<file path="config.mk">
export PLATFORM = sky130hd
export DESIGN_NAME = ppi_ctrl
export DESIGN_NICKNAME = d
export VERILOG_FILES = /design/src/hw/rtl/ppi_pkg.sv /design/src/hw/rtl/ppi_ctrl.sv
export SDC_FILE = /design/constraint.sdc
export NUM_CORES = 1
export LEC_CHECK = 0
export BUFFER_PORTS_ARGS = -buffer_cell sky130_fd_sc_hd__buf_2
export CORE_AREA = 2 2 39 41
export DETAILED_ROUTE_END_ITERATION = 10
export DIE_AREA = 0 0 41 43
export HOLD_SLACK_MARGIN = 0.02
export PLACE_DENSITY = 0.4
export SLEW_MARGIN = 10
export SYNTH_ARGS = -nofsm -noshare
export SYNTH_HDL_FRONTEND = slang
export SYNTH_SLANG_ARGS = --single-unit
</file>
<file path="constraint.sdc">
create_clock -name clock -period 1 [get_ports clock]
set_input_delay 0.05 -clock clock [delete_from_list [all_inputs] [get_ports clock]]
set_output_delay 0.05 -clock clock [all_outputs]
set_load 0.05 [all_outputs]
</file>
<file path="src/hw/rtl/ppi_pkg.sv">
`default_nettype none
package ppi_pkg;

   localparam int PATTERN_MAX    = 32;
   localparam int STORE_AW       = $clog2(PATTERN_MAX);
   localparam int POSITION_WIDTH = 16;
   localparam int LEN_WIDTH      = 6;
   localparam int INDEX_WIDTH    = 5;
   localparam int WORD_WIDTH     = 32;
   localparam int DATA_WIDTH     = 32;
   localparam int ADDR_WIDTH     = 5;
   localparam int REG_SEL_WIDTH  = 3;

   typedef enum logic [REG_SEL_WIDTH-1:0] {
      REG_PATTERN_LENGTH = 3'd0,
      REG_PERIOD         = 3'd1,
      REG_START_OFFSET   = 3'd2,
      REG_PATTERN_INDEX  = 3'd3,
      REG_PATTERN_VALUE  = 3'd4
   } reg_index_type;

   // Effective frame settings after clamping.
   typedef struct packed {
      logic [POSITION_WIDTH-1:0] period;
      logic [LEN_WIDTH-1:0]      length;
   } cfg_type;

   typedef struct packed {
      logic                  en;
      logic [STORE_AW-1:0]   addr;
      logic [WORD_WIDTH-1:0] data;
   } store_wr_type;

   typedef struct packed {
      logic                      en;
      logic [POSITION_WIDTH-1:0] value;
   } pos_load_type;

   typedef struct packed {
      logic start_pat;
      logic pass;
      logic emit_pat;
      logic emit_smp;
   } ctrl_cmd_type;

   typedef struct packed {
      logic out_free;
      logic pat_due;
      logic pat_last;
   } dp_status_type;

endpackage
`default_nettype wire

</file>
<file path="src/hw/rtl/ppi_ctrl.sv">
`default_nettype none
module ppi_ctrl
   import ppi_pkg::*;
(
   input  wire logic          clock,
   input  wire logic          reset,
   input  wire logic          req_valid,
   output logic               req_ready,
   input  wire dp_status_type status,
   output ctrl_cmd_type       cmd
);

   typedef enum logic [1:0] {
      S_IDLE,
      S_PAT,
      S_SMP
   } state_type;

   state_type state_ff, state_in;

   always_comb begin
      state_in  = state_ff;
      cmd       = '0;
      req_ready = 1'b0;
      case (state_ff)
         S_IDLE: begin
            req_ready = status.out_free;
            if (req_valid && status.out_free) begin
               if (status.pat_due) begin
                  cmd.start_pat = 1'b1;
                  state_in      = S_PAT;
               end else begin
                  cmd.pass = 1'b1;
               end
            end
         end
         S_PAT: begin
            if (status.out_free) begin
               cmd.emit_pat = 1'b1;
               if (status.pat_last) begin
                  state_in = S_SMP;
               end
            end
         end
         S_SMP: begin
            if (status.out_free) begin
               cmd.emit_smp = 1'b1;
               state_in     = S_IDLE;
            end
         end
         default: state_in = S_IDLE;
      endcase
   end

   always_ff @(posedge clock) begin
      if (reset) begin
         state_ff <= S_IDLE;
      end else begin
         state_ff <= state_in;
      end
   end

endmodule
`default_nettype wire

</file>
* Word-level counts from Yosys, hierarchy flattened
Index checks and enable logic that the tools add are counted.
** Word-level totals
- Register bits :: 2
- Input port bits :: 6
- Output and inout port bits :: 5
** Cells by class
- Mux-type cells :: 14
- Equality and inequality tests :: 7
- Reductions and logical operators :: 3
** Operators with widths (count)
- $mux W2 :: 7
- $ne A2 B2 Y1 const B :: 5
- $mux W1 :: 6
- $pmux W2 S3 :: 1
- $reduce_and A5 Y1 :: 1
- $eq A2 B1 Y1 const B :: 1
- $eq A2 B2 Y1 const B :: 1
- $logic_not A2 Y1 :: 1
- $logic_and A1 B1 Y1 :: 1

* Logic depth before layout (Yosys ltp)
Gate-level depths: netlist of the first run.
- Word-level depth :: 3
- Depth in mapped cells :: 2
- Gate-level depth less buffers :: 2

* Worst setup path after synthesis of the first run
OpenSTA, ideal clock, no wires.
- Kind :: register to output
- Start :: register state_ff[1]
- End :: output cmd[2] (netlist name)
- Cell stages (with the launch flop) :: 3
- Data arrival time :: 1633 ps
- Required time :: 950 ps
- Path slack :: -683 ps
- Cells stage by stage :: dfxtp_1 > nor3b_2 > and3b_1
** RTL lines
- from (decl) :: line ppi_ctrl.sv:19 : state_type state_ff, state_in;
- from (signal assigned) :: line ppi_ctrl.sv:59 : state_ff <= state_in;
- to (decl) :: line ppi_ctrl.sv:10 : output ctrl_cmd_type cmd

==> results of run 1 <==
==> per-stage QoR <==
step	hold WS [ns]	cell area (µm²)	power [mW]	util, %	setup WS (ns)
2_1_floorplan	0.112	143	0.136	-	-0.355
3_3_place_gp	0.234	220	0.162	15.9	-0.00728
3_5_place_dp	0.244	220	0.165	15.9	-0.0295
4_1_cts	0.117	299	0.376	21.6	-0.180
5_1_grt	0.127	303	0.389	21.9	-0.235
6_report	0.129	303	0.362	21.9	-0.168
==> synthesized netlist by cell type (all sizes together) <==
master	n
and3	2
or3b	1
a21oi	1
dfxtp	2
nor3b	1
a31oi	1
nand4b	1
nor4	1
and3b	3
==> what timing repair did <==
action | 4_1_cts | 5_1_grt
hold buffers | 1 | 0
hold endpoints to repair | 1 | 0
resized for setup | 13 | 1
endpoints found under the setup margin | 5 | 6
buffers inserted | 1 | 0
==> critical path: stages, from the launching register on <==
cell,delay [ns]
dfxtp_2,0.33
nor3b_4,0.20
and3b_2,0.22
buf_8,0.14
==> per-layer routing <==
metal,GRT usage (%),wire length (µm)
met4,8.00,0
met5,0,0
met1,7.35,193
met2,6.25,150
met3,2.09,66
==> worst paths after layout <==
kind | slack (ns) | start | endpoint | depth (start not counted)
min reg2reg | 0.47 | state_ff[1]$_SDFFE_PP0P_ | state_ff[0]$_SDFFE_PP0P_ | 1
max | -0.17 | state_ff[0]$_SDFFE_PP0P_ | cmd[2] | 3
min | 0.13 | status[0] | state_ff[1]$_SDFFE_PP0P_ | 3
max reg2reg | 0.08 | state_ff[1]$_SDFFE_PP0P_ | state_ff[1]$_SDFFE_PP0P_ | 2
==> kinds of logic after synthesis <==
family,count (synthesis),share of synthesized area (%)
AND/OR/NAND/NOR,9,58.5
flip-flops,2,30.2
AO/OA/AOI/OAI,2,11.3
==> power groups by stage <==
stage                     combinational, mW  clock, mW  sequential (mW)
after global routing                  0.107      0.196           0.0863
final                                0.0999      0.177           0.0857
after CTS                            0.0992      0.191           0.0857
after floorplan                      0.0474          0           0.0889
after detailed placement             0.0757          0           0.0890
after global placement               0.0734          0           0.0886
==> area by class of cell <==
| class | count | area [µm²] |
|---|---|---|
| tap | 16 | 20.0 |
| multi-input combinational | 11 | 101 |
| timing repair buffer | 13 | 114 |
| fill | 154 | 1080 |
| clock buffer | 3 | 22.5 |
| sequential | 2 | 45.0 |
==> flow_metrics.env, run 1 <==
export IMPL_run_status="finished, violations left"
export IMPL_violated_checks="negative setup slack"
export IMPL_post_synth_cell_area_avg_um2=10.2
export IMPL_setup_total_negative_slack_ns=-0.450
export IMPL_maximum_count_of_clock_buffers_along_a_single_path=2
export IMPL_postSynthCellCount=13
export IMPL_endpoint_kind_of_the_worst_setup_timing_path="primary output"
export IMPL_synth_area_um2=133
export IMPL_first_pass_iters=2
export IMPL_pwr_density_cell_nw_per_um2=1200
export IMPL_clock_transition_at_the_register_clock_pins_on_the_worst_setup_and_hold_paths_after_cts_ns=0.03
export IMPL_max_freq_mhz=856
export IMPL_final_hold_violating_endpoints=0
export IMPL_layout_top_registers="state_ff: 2 flops"
export IMPL_routed_wire_length_per_instance_um=9.11
export IMPL_gp_congestion=0.663
export IMPL_grt_pass1_vias=157
export IMPL_critical_path_startpoint_type="register"
export IMPL_ys_warnings_count=0
export IMPL_first_pass_grt_wire_length_um=621
export IMPL_setup_viol=5
export IMPL_worst_slew_pin_slew_ns=0.239
export IMPL_drv_cap=0
export IMPL_postSynthNetCount=19
export IMPL_effective_utilization_at_floorplan_pct=9.58
export IMPL_ant_nets=0
export IMPL_rsz0062_at_grt="yes"
export IMPL_area_growth_synth_to_final_pct=128
export IMPL_clock_skew_final_ns=0.00256
export IMPL_tritoncts="yes"
export IMPL_remaining_drc_errors=0
export IMPL_cts_htree_levels=1
export IMPL_synthDominantCellAreaShare_pct=30.2
export IMPL_floorplan_die_height_um=43
export IMPL_grtUsageTotal_pct=5.91
export IMPL_globalRouteOverflowTotal=0
export IMPL_number_of_nets_in_the_layout=37
export IMPL_final_critical_path_setup_slack_ns=-0.168
export IMPL_io_pin_count=11
export IMPL_worst_endpoint_arrival_ns=1.12
export IMPL_finalNonFillerCells=45
export IMPL_post_route_cells_drive_above_1_share_pct=79.3
export IMPL_net_switching_power_uw=100
export IMPL_timing_critical_path_fanout_max=5
export IMPL_floorplan_die_area_um2=1760
export IMPL_antenna_cells_inserted=0
export IMPL_count_of_cell_types_in_the_netlist=10
export IMPL_crit_required_ns=0.95
export IMPL_port_buffer_count=10
export IMPL_numClockSinks=2
export IMPL_ys_seq_elements=2
export IMPL_pin_count_of_the_biggest_net_entering_global_routing=8
export IMPL_cts_made_buffers=3
export IMPL_detail_route_vias_per_cell=3.71
export IMPL_drtIter0Drc=1
export IMPL_mostFrequentLayoutCell="buf_2"
export IMPL_clk_tree_root_cell="clkbuf_4"
export IMPL_rows=14
export IMPL_largest_register_ff_count=2
export IMPL_die_x_um=41
export IMPL_comb_power_share_pct=27.6
export IMPL_worst_slew_margin_rel_pct=83.9
export IMPL_netlist_top_cell_by_area="dfxtp_1"
export IMPL_grt_antenna_before_repair=0
export IMPL_period_minus_slack_ns=1.17
export IMPL_clock_insertion_delay_worst_skew_ns=0.22
export IMPL_synth_yosys_seq_area_share_pct=30.2
export IMPL_most_frequent_cells_in_the_layout="buf_2, and3b_2, clkbuf_4, buf_8, buf_4"
export IMPL_power_share_switching_pct=27.7
export IMPL_dp_cells=40
export IMPL_drt_total_wl_um=410
export IMPL_slew_viol_final=0
export IMPL_power_frac_seq_pct=23.6
export IMPL_p_clk_share_pct=48.8
export IMPL_max_flop_register="state_ff"
export IMPL_internal_power_uw=262
export IMPL_netlist_top_cells_area="dfxtp_1, and3b_2, and3_1, nor3b_2, a21oi_2"
export IMPL_p_leak_nw=0.139
export IMPL_path_class="register to primary output"
export IMPL_vias=167
export IMPL_core_area_um2=1380
export IMPL_peakVddDrop_v=0.000566
export IMPL_final_period_utilization_pct=117
export IMPL_hp_class="primary input to register"
Note: power is estimated with default switching activity, not from simulation.
==> run 2: changes to the inputs <==
--- a/config.mk
+++ b/config.mk
@@ -5,12 +5,14 @@
 export SDC_FILE = /design/constraint.sdc
 export NUM_CORES = 1
 export LEC_CHECK = 0
+export ABC_AREA = 1
 export BUFFER_PORTS_ARGS = -buffer_cell sky130_fd_sc_hd__buf_2
 export CORE_AREA = 2 2 39 41
+export CTS_BUF_LIST = sky130_fd_sc_hd__clkbuf_8
 export DETAILED_ROUTE_END_ITERATION = 10
 export DIE_AREA = 0 0 41 43
 export HOLD_SLACK_MARGIN = 0.02
-export PLACE_DENSITY = 0.4
+export PLACE_DENSITY = 0.43
 export SLEW_MARGIN = 10
 export SYNTH_ARGS = -nofsm -noshare
 export SYNTH_HDL_FRONTEND = slang
==> flow_metrics.env, run 2 <==
export IMPL_number_of_buffer_and_inverter_stages_on_the_critical_path=2
export IMPL_rsz0062_at_grt="yes"
export IMPL_period_minus_slack_ns=1.08
export IMPL_antenna_cells_inserted=0
export IMPL_io_pin_count=11
export IMPL_whs_endpoint="state_ff[0]$_SDFFE_PP0P_"
export IMPL_tritoncts="yes"
export IMPL_worst_slew_margin_rel_pct=83.3
export IMPL_detail_route_vias_per_cell=3.70
export IMPL_endpoint_kind_of_the_worst_setup_timing_path="primary output"
export IMPL_number_of_nets_in_the_layout=53
export IMPL_hold_path_startpoint="status[1]"
export IMPL_effective_utilization_at_floorplan_pct=11.9
export IMPL_remaining_drc_errors=0
export IMPL_globalRouteOverflowTotal=0
export IMPL_asyncSetResetFlopFracSynth_pct=0
export IMPL_floorplan_die_area_um2=1760
export IMPL_worst_endpoint_arrival_ns=1.03
export IMPL_synth_commonest_cells="nand2_1, inv_1, nor2_1"
export IMPL_p_leak_nw=0.171
export IMPL_path_class="register to primary output"
export IMPL_post_synth_edffs=0
export IMPL_ys_seq_elements=2
export IMPL_power_share_switching_pct=34.8
export IMPL_hp_class="primary input to register"
export IMPL_die_x_um=41
export IMPL_postCtsSetupBuffers=0
export IMPL_worstSetupPathDepth=4
export IMPL_clock_skew_final_ns=0.000453
export IMPL_critical_path_startpoint_type="register"
export IMPL_netlist_top_cell_by_area="dfxtp_1"
export IMPL_peakVddDrop_v=0.000800
export IMPL_synthDominantCellAreaShare_pct=24.2
export IMPL_pwr_density_cell_nw_per_um2=1930
export IMPL_cts_htree_levels=1
export IMPL_timing_critical_path_fanout_max=4
export IMPL_numClockSinks=2
export IMPL_grt_antenna_before_repair=0
export IMPL_comb_power_share_pct=37.2
export IMPL_port_buffer_count=10
export IMPL_max_flop_register="state_ff"
export IMPL_dp_hpwl_um=332
export IMPL_drv_cap=0
export IMPL_mostFrequentLayoutCell="nand2_1"
export IMPL_post_synth_cell_area_avg_um2=5.33
export IMPL_postSynthNetCount=37
export IMPL_crit_required_ns=0.95
export IMPL_cpMaxStageDelayCell="dfxtp_2"
export IMPL_timing_critical_path_cells="nor2_4 > inv_2 > nor3_2 > buf_6"
export IMPL_routed_wire_length_per_instance_um=6.85
export IMPL_final_period_utilization_pct=108
export IMPL_delay_of_the_slowest_cell_on_the_worst_path_ns=0.33
export IMPL_grtUsageTotal_pct=6.61
export IMPL_cpLargestDelayFamily="flip-flops"
export IMPL_cts_made_buffers=3
export IMPL_largest_register_ff_count=2
export IMPL_synth_area_um2=165
export IMPL_post_route_util_pct=25.5
export IMPL_fraction_of_met2_tracks_used_by_global_routing_pct=7.50
export IMPL_clock_insertion_delay_worst_skew_ns=0.21
export IMPL_gr_usage_met3_pct=3.14
export IMPL_net_switching_power_uw=237
export IMPL_r2r_setup_slack_ns=0.06
export IMPL_post_place_setup_slack_ns=0.0426
export IMPL_max_freq_mhz=925
export IMPL_slew_viol_final=0
export IMPL_worst_slew_pin_slew_ns=0.251
export IMPL_most_frequent_cells_in_the_layout="nand2_1, inv_1, buf_2, buf_6"
export IMPL_synthMostInstantiatedCell="nand2_1"
export IMPL_ff2ff_path_depth=6
export IMPL_vias=226
export IMPL_setup_viol=5
export IMPL_first_pass_iters=2
export IMPL_gp_congestion=0.635
export IMPL_ant_nets=0
export IMPL_rows=14
export IMPL_rr_endpoint="state_ff[0]$_SDFFE_PP0P_"
export IMPL_critical_path_reg2reg_startpoint="state_ff[0]$_SDFFE_PP0P_"
export IMPL_grt_busiest_layer="met4"
export IMPL_layout_top_registers="state_ff: 2 flops"
export IMPL_power_frac_seq_pct=17.1
export IMPL_netlist_top_cells_area="dfxtp_1, nand2_1, inv_1, nor2_1, nand3_1"
export IMPL_drt_total_wl_um=418
export IMPL_violated_checks="negative setup slack"
export IMPL_area_growth_synth_to_final_pct=114
export IMPL_ys_warnings_count=0
export IMPL_clock_transition_at_the_register_clock_pins_on_the_worst_setup_and_hold_paths_after_cts_ns=0.03
export IMPL_synth_yosys_seq_area_share_pct=24.2
export IMPL_post_route_cells_drive_above_1_share_pct=60.0
export IMPL_p_clk_share_pct=45.7
export IMPL_floorplan_die_height_um=43
export IMPL_maximum_count_of_clock_buffers_along_a_single_path=2
export IMPL_final_critical_path_setup_slack_ns=-0.0810
export IMPL_first_pass_grt_wire_length_um=717
export IMPL_count_of_cell_types_in_the_netlist=11
export IMPL_grt_pass1_vias=206
export IMPL_clk_tree_root_cell="clkbuf_8"
export IMPL_drtIter0Drc=1
export IMPL_hold_path_cell_count=5
export IMPL_internal_power_uw=445
export IMPL_final_hold_violating_endpoints=0
export IMPL_run_status="finished, violations left"
export IMPL_synth_ff_type="dfxtp_1"
export IMPL_pin_count_of_the_biggest_net_entering_global_routing=6
export IMPL_core_area_um2=1380
export IMPL_postSynthCellCount=31
export IMPL_global_route_usage_met1_pct=7.67
-- run 2: kinds of logic after synthesis --
group                  share of synthesized area [%]
DFF                                             24.2
AOI/OAI and AO/OA                               8.33
buffers and inverters                           15.9
and+or+nand+nor                                 51.5
-- run 2: cell type report --
cell class,instances,area [µm²]
Clock buffer,3,41.3
Fill cell,165,1030
Inverter,7,26.3
Multi-Input combinational cell,22,129
Sequential cell,2,45.0
Tap cell,16,20.0
Timing Repair Buffer,11,91.3
-- run 2: routing by layer --
| layer | part of all wire, % | vias to the layer above | wire length (µm) |
|---|---|---|---|
| met1 | 37 | 95 | 156 |
| met3 | 8.9 | 2 | 37 |
| met5 | 0 | - | 0 |
| li1 | - | 122 | - |
| met2 | 50 | 7 | 208 |
| met4 | 3.6 | 0 | 15 |
-- run 2: per-stage QoR --
step | cells | instance area, µm² | hold WS (ns) | total power [mW] | setup TNS (ns)
2_1_floorplan | 31 | 190 | 0.105 | 0.287 | -0.235
3_3_place_gp | 57 | 260 | 0.224 | 0.330 | 0
3_5_place_dp | 57 | 260 | 0.218 | 0.330 | 0
4_1_cts | 61 | 350 | 0.258 | 0.695 | -0.311
5_1_grt | 61 | 353 | 0.281 | 0.736 | -0.553
6_report | 61 | 353 | 0.234 | 0.682 | -0.213
-- run 2: worst max-delay path by stage --
stage / start / endpoint / slack, ns
final: state_ff[1]$_SDFFE_PP0P_ / cmd[2] / -0.08
after global routing: state_ff[0]$_SDFFE_PP0P_ / cmd[2] / -0.12
after CTS: state_ff[1]$_SDFFE_PP0P_ / cmd[3] / -0.09
after detailed placement: state_ff[1]$_SDFFE_PP0P_ / cmd[2] / 0.04
after global placement: state_ff[1]$_SDFFE_PP0P_ / cmd[2] / 0.05
after floorplan: state_ff[1]$_SDFFE_PP0P_ / cmd[2] / -0.18
-- run 2: power by group through the flow --
stage                     Sequential, mW  Combinational (mW)  Clock, mW
after global placement             0.112               0.218          0
after global routing               0.119               0.279      0.337
after detailed placement           0.111               0.218          0
final                              0.117               0.253      0.312
after floorplan                    0.108               0.179          0
after CTS                          0.117               0.253      0.325
-- run 2: timing repair --
item                                    CTS  global route
resized for setup                        13             1
endpoints found under the setup margin    5             6
hold endpoints to repair                  1             0
pin swaps                                 2             1
hold buffers                              1             0
-- run 2: worst min-delay path, stage by stage --
cell and delay [ns]:
buf_2 0.11, nand2_2 0.07, nand3_1 0.07, nand2_1 0.06
nor2_1 0.03
